[config.mk]
export PLATFORM = sky130hd
export DESIGN_NAME = tcma_lane
export DESIGN_NICKNAME = d
export VERILOG_FILES = /design/src/design/tcma_pkg.sv /design/src/design/tcma_lane.sv
export SDC_FILE = /design/constraint.sdc
export NUM_CORES = 1
export LEC_CHECK = 0
export ABC_CLOCK_PERIOD_IN_PS = 6650
export BUFFER_PORTS_ARGS = -buffer_cell sky130_fd_sc_hd__buf_2
export CORE_UTILIZATION = 55
export DETAILED_ROUTE_END_ITERATION = 6
export GPL_ROUTABILITY_DRIVEN = 1
export HOLD_SLACK_MARGIN = 0.12
export PLACE_DENSITY = 0.75
export SKIP_LAST_GASP = 1
export SYNTH_ARGS = -nofsm -noshare
export SYNTH_HDL_FRONTEND = slang
export SYNTH_SLANG_ARGS = --single-unit
[constraint.sdc]
create_clock -name clock -period 6.65 [get_ports clock]
set_clock_uncertainty 0.1 [all_clocks]
set_input_delay 0 -clock clock [delete_from_list [all_inputs] [get_ports clock]]
set_output_delay 0 -clock clock [all_outputs]
set_load 0.01 [all_outputs]
[src/design/tcma_pkg.sv]
// ----------------------------------------------------------------------------
// tcma_pkg
// shared constants and types of the three channel centred moving average
// ----------------------------------------------------------------------------
package tcma_pkg;

   localparam int MAX_WINDOW_DEFAULT  = 63;
   localparam int SAMPLE_W            = 32;
   localparam int EPOCH_W             = 20;
   localparam int WINDOW_LENGTH_W     = 6;
   localparam int WINDOW_LENGTH_RESET = 21;
   localparam int LANE_COUNT          = 3;
   localparam int REQ_DATA_W          = 120;
   localparam int RSP_DATA_W          = 120;

   typedef struct packed {
      logic clear;
      logic update;
      logic subtract;
      logic start;
   } lane_ctl_type;

endpackage

[src/design/tcma_lane.sv]
// ----------------------------------------------------------------------------
// tcma_lane
// one channel: running window sum and a radix-2 restoring divider that
// turns the sum into the truncated average
// ----------------------------------------------------------------------------
module tcma_lane #(
   parameter int CNT_W = 6,
   parameter int SUM_W = 38
) (
   input  logic                           clock,
   input  logic                           reset,
   input  tcma_pkg::lane_ctl_type         ctl,
   input  logic [tcma_pkg::SAMPLE_W-1:0]  new_sample,
   input  logic [tcma_pkg::SAMPLE_W-1:0]  old_sample,
   input  logic [CNT_W-1:0]               divisor,
   output logic [tcma_pkg::SAMPLE_W-1:0]  average,
   output logic                           done
);

   import tcma_pkg::*;

   localparam int STEP_W = $clog2(SUM_W + 1);

   logic signed [SUM_W-1:0] sum_ff;
   logic signed [SUM_W-1:0] sum_in;
   logic signed [SUM_W-1:0] new_ext;
   logic signed [SUM_W-1:0] old_ext;

   logic              busy_ff;
   logic              done_ff;
   logic              neg_ff;
   logic [STEP_W-1:0] step_ff;
   logic [CNT_W-1:0]  div_ff;
   logic [CNT_W-1:0]  rem_ff;
   logic [CNT_W-1:0]  rem_in;
   logic [SUM_W-1:0]  quo_ff;
   logic [SUM_W-1:0]  quo_in;
   logic [CNT_W:0]    shifted;
   logic [CNT_W:0]    diff;
   logic              ge;
   logic [SUM_W-1:0]  magnitude;
   logic [SUM_W-1:0]  signed_quo;
   logic [SAMPLE_W-1:0] average_ff;

   assign new_ext = SUM_W'(signed'(new_sample));
   assign old_ext = SUM_W'(signed'(old_sample));

   always_comb begin
      sum_in = sum_ff + new_ext;
      if (ctl.subtract) begin
         sum_in = sum_in - old_ext;
      end
   end

   assign magnitude = sum_ff[SUM_W-1] ? SUM_W'(-sum_ff) : SUM_W'(sum_ff);

   assign shifted = {rem_ff, quo_ff[SUM_W-1]};
   assign diff    = shifted - {1'b0, div_ff};
   assign ge      = (shifted >= {1'b0, div_ff});
   assign rem_in  = ge ? diff[CNT_W-1:0] : shifted[CNT_W-1:0];
   assign quo_in  = {quo_ff[SUM_W-2:0], ge};

   assign signed_quo = neg_ff ? (~quo_in + SUM_W'(1)) : quo_in;

   always_ff @(posedge clock) begin
      if (reset || ctl.clear) begin
         sum_ff <= '0;
      end else if (ctl.update) begin
         sum_ff <= sum_in;
      end
   end

   always_ff @(posedge clock) begin
      if (reset) begin
         busy_ff <= 1'b0;
         done_ff <= 1'b0;
         step_ff <= '0;
      end else begin
         done_ff <= busy_ff && !ctl.start && (step_ff == STEP_W'(SUM_W - 1));
         if (ctl.start) begin
            busy_ff <= 1'b1;
            step_ff <= '0;
         end else if (busy_ff) begin
            step_ff <= step_ff + STEP_W'(1);
            if (step_ff == STEP_W'(SUM_W - 1)) begin
               busy_ff <= 1'b0;
            end
         end
      end
   end

   always_ff @(posedge clock) begin
      if (ctl.start) begin
         neg_ff <= sum_ff[SUM_W-1];
         div_ff <= divisor;
         rem_ff <= '0;
         quo_ff <= magnitude;
      end else if (busy_ff) begin
         rem_ff <= rem_in;
         quo_ff <= quo_in;
         if (step_ff == STEP_W'(SUM_W - 1)) begin
            average_ff <= signed_quo[SAMPLE_W-1:0];
         end
      end
   end

   assign average = average_ff;
   assign done    = done_ff;

endmodule

==> flow_metrics.py <==
metrics = {
    "worst_setup_path": {
        "crit_family": "compound AO/OA/AOI/OAI gates",
        "cp_slowest_stage_delay_ns": 0.46,
        "cp_cell_sequence": "ha_1, inv_1, fa_1, nor2b_1, o21ai_0, a21boi_0, o21ai_0, a21oi_1, nor3_1, nor3b_1, o21a_1, nor2_1, xnor2_1, ha_1, a21o_1, a21o_1, a2111oi_0, o41ai_1, or3_1, o2111a_1, a211o_1, nor4_1, o21ai_0, a21oi_1",
        "cpMostUsedCell": "o21ai_0",
        "critical_path_arrival_ns": 6.42,
        "endpoint_kind": "register",
        "path_buf_inv": 1,
        "ff2ff_path_depth": 24,
        "cp_slowest_cell": "a2111oi_0",
        "required_ns": 6.90,
        "cp.depth": 24,
        "crit_path_max_fanout": 7,
        "start_kind": "register",
        "path_class": "reg -> reg",
    },
    "pwr": {
        "power_frac_seq": 0.332,
        "power.density_nw_per_um2": 241,
        "clkPwrFrac": 0.312,
        "p_int_mw": 1.91,
        "p_sw_frac": 0.353,
        "p_leak_nw": 5.39,
        "p_sw_mw": 1.04,
        "power.total_mw": 2.96,
        "combPwrFrac": 0.356,
        "peakVddDrop_uv": 154,
    },
    "global_route": {
        "overflow": 0,
        "grt_pass1_wl_um": 44400,
        "grt_usage": 0.278,
        "grt_max_degree": 92,
        "grt_pass1_vias": 8808,
        "busiest_layer": "met2",
        "use_met3": 0.0313,
        "grt_util_met1": 0.414,
        "grt_use_met2": 0.421,
        "antenna_found_initial": 0,
    },
    "cts": {
        "cts_buffers": 17,
        "clk_transition_reported_paths_ns": 0.06,
        "cts_tree": "yes",
        "cts.sinks": 129,
        "cts_buffer_depth": 2,
        "htreeDepth": 4,
        "cts_resized": 0,
        "cts_root_buffer": "clkbuf_16",
        "clock_latency_ns": 0.42,
    },
    "drt": {
        "first_iter_violations": 778,
        "vias": 9750,
        "ant_nets": 0,
        "drt-total-wl_um": 27000,
        "viasPerCell": 5.88,
        "drc": 0,
        "dr.pass1.iters": 5,
        "avgRoutedWirePerCell_um": 16.3,
    },
    "synth": {
        "synth-edff-count": 77,
        "synthesis.area_um2": 10800,
        "synth_top_flop_cell": "edfxtp_1",
        "synth-seq-area-share": 0.311,
        "ys_ff_latch": 129,
        "synth_top_area_frac": 0.214,
        "netlist_instances": 1294,
        "synth_area_per_cell_um2": 8.33,
        "synth_cell_type_count": 67,
        "synthTopCellsByArea": "edfxtp_1 (21%), ha_1 (9.7%), dfxtp_1 (9.7%), a21oi_1 (6.3%), xnor2_1 (5.7%)",
        "syn_nets": 1457,
        "synth.yosys.warnings": 0,
        "yosysTopAreaCell": "edfxtp_1",
        "synthArstFlopShare": 0,
    },
    "sta": {
        "final_max_slew_viol_count": 0,
        "setup_tns_ns": 0,
        "whs_ns": 0.129,
        "final-setup-viol-count": 0,
        "post-route-min-period_ns": 6.17,
        "tightest_slew_ns": 1.05,
        "rsz0062_at_grt": "no",
        "finalHoldViolCount": 0,
        "setup_slack_ns": 0.477,
        "slew_headroom": 0.297,
        "clock.fmax_mhz": 162,
        "timing.final.crit_share": 0.928,
    },
    "job": {
        "maxCapViolCount": 0,
    },
    "floorplanning": {
        "initial_utilization": 0.569,
        "core_um2": 19000,
        "row_count": 50,
        "die_h_um": 142,
        "die_area_um2": 20200,
        "io_pins": 109,
        "die_width_um": 142,
    },
    "final_layout": {
        "final_nets": 1549,
        "finalCoreUtilization": 0.647,
        "nFillCells": 1657,
        "final_design_area_no_fill_um2": 12300,
        "instances_no_fill": 1659,
        "drive_above_1_share": 0.124,
        "n_antenna_cell": 0,
        "synthToLayoutAreaGrowth_pct": 13.7,
    },
    "placement": {
        "routabilityCongestion": 0.925,
        "port_buffers": 108,
        "dp_hpwl_um": 20600,
        "placed_cell_area_um2": 11500,
        "pre_cts_ws_ns": 0.682,
        "post-place-cells": 1608,
    },
    "status": {
        "outcome": "completed",
    },
    "worst_hold_path": {
        "hold_class": "in -> reg",
        "whs_path_depth": 7,
    },
}
-- path summary, 6_finish.rpt --
check / from / endpoint / slack [ns]
worst min register to register: rem_ff[5]$_SDFFE_PP0P_ / rem_ff[5]$_SDFFE_PP0P_ / 0.37
worst max-delay path: sum_ff[0]$_SDFFE_PP0P_ / sum_ff[37]$_SDFFE_PP0P_ / 0.48
worst max register to register: sum_ff[0]$_SDFFE_PP0P_ / sum_ff[37]$_SDFFE_PP0P_ / 0.48
worst min-delay path: old_sample[3] / sum_ff[3]$_SDFFE_PP0P_ / 0.13
-- flip-flops by register name (all words and copies together) (netlist names) --
name,flops
rem_ff,6
sum_ff,38
average,32
neg_ff,1
quo_ff,38
step_ff,6
div_ff,6
busy_ff,1
done,1
-- worst register-to-register path, delay by kind of cell, from the launching register on --
family	cells	cell delay, ns
adder cells (fa/ha/maj)	3	0.97
AND/OR/NAND/NOR	6	1.25
XOR/XNOR	1	0.27
flip-flops	1	0.39
AO/OA/AOI/OAI	13	3.05
buffers and inverters	1	0.06
-- power groups by stage --
| stage | clock network (mW) | registers, mW | logic [mW] |
|---|---|---|---|
| floorplan | 0 | 0.974 | 0.789 |
| global placement | 0 | 0.993 | 1.01 |
| detailed placement | 0 | 0.997 | 1.01 |
| CTS | 0.934 | 0.980 | 1.03 |
| global route | 0.971 | 0.990 | 1.17 |
| finish | 0.924 | 0.982 | 1.05 |
-- area by class of cell --
cell class	count	area, µm²	area share
Inverter	75	282	0.0230
Clock buffer	19	475	0.0388
Timing Repair Buffer	133	776	0.0633
Tap cell	260	325	0.0265
Sequential cell	129	3350	0.274
Multi-Input combinational cell	1030	6930	0.565
Clock inverter	13	121	0.00990
-- per-layer routing --
metal,part of all wire,wire [µm]
met1,0.50,13400
met2,0.42,11400
met3,0.062,1670
met4,0.019,513
met5,0,0
-- kinds of logic (layout without fill, tap and decap cells) --
logic type      after synthesis  in the layout  share of synthesized area
compound gates              430            430                      0.252
xor+xnor                    129            129                      0.105
fa+ha+maj                    87             87                      0.103
buf+inv                     135            240                     0.0471
flops                       129            129                      0.311
mux                          21             21                     0.0196
simple gates                363            363                      0.162
-- cells in the final DEF, fill, tap and decap left out, types with 59 or more instances in the layout --
cell type,instances
nor2_1,123
inv_1,74
ha_1,84
xnor2_1,70
nand2_1,86
o21ai_0,96
buf_2,108
a21oi_1,136
edfxtp_1,77
xor2_1,59
-- Yosys cell counts (6+ instances only) --
library cell	n
o211ai_1	7
a21oi_1	136
nand3_1	27
a21boi_0	6
or2_2	16
o31ai_1	23
nand4_1	9
nor2b_1	9
o21bai_1	7
dfxtp_1	52
edfxtp_1	77
a21o_1	53
a211oi_1	15
nor3_1	14
xnor2_1	70
inv_1	74
nand2b_1	11
o21a_1	15
mux2i_1	20
clkbuf_1	56
or4_1	14
o21ai_0	96
a31oi_1	15
or3_1	19
o41ai_1	9
nor2_1	124
nand2_1	86
xor2_1	59
and3_1	8
ha_1	84
-- timing repair --
| item | CTS | global route |
|---|---|---|
| hold buffers | 19 | 0 |
| endpoints found under the setup margin | 0 | 0 |
| setup buffers | 0 | 0 |
| endpoints found under the hold margin | 52 | 0 |
Power figures use the tool's default switching activity.
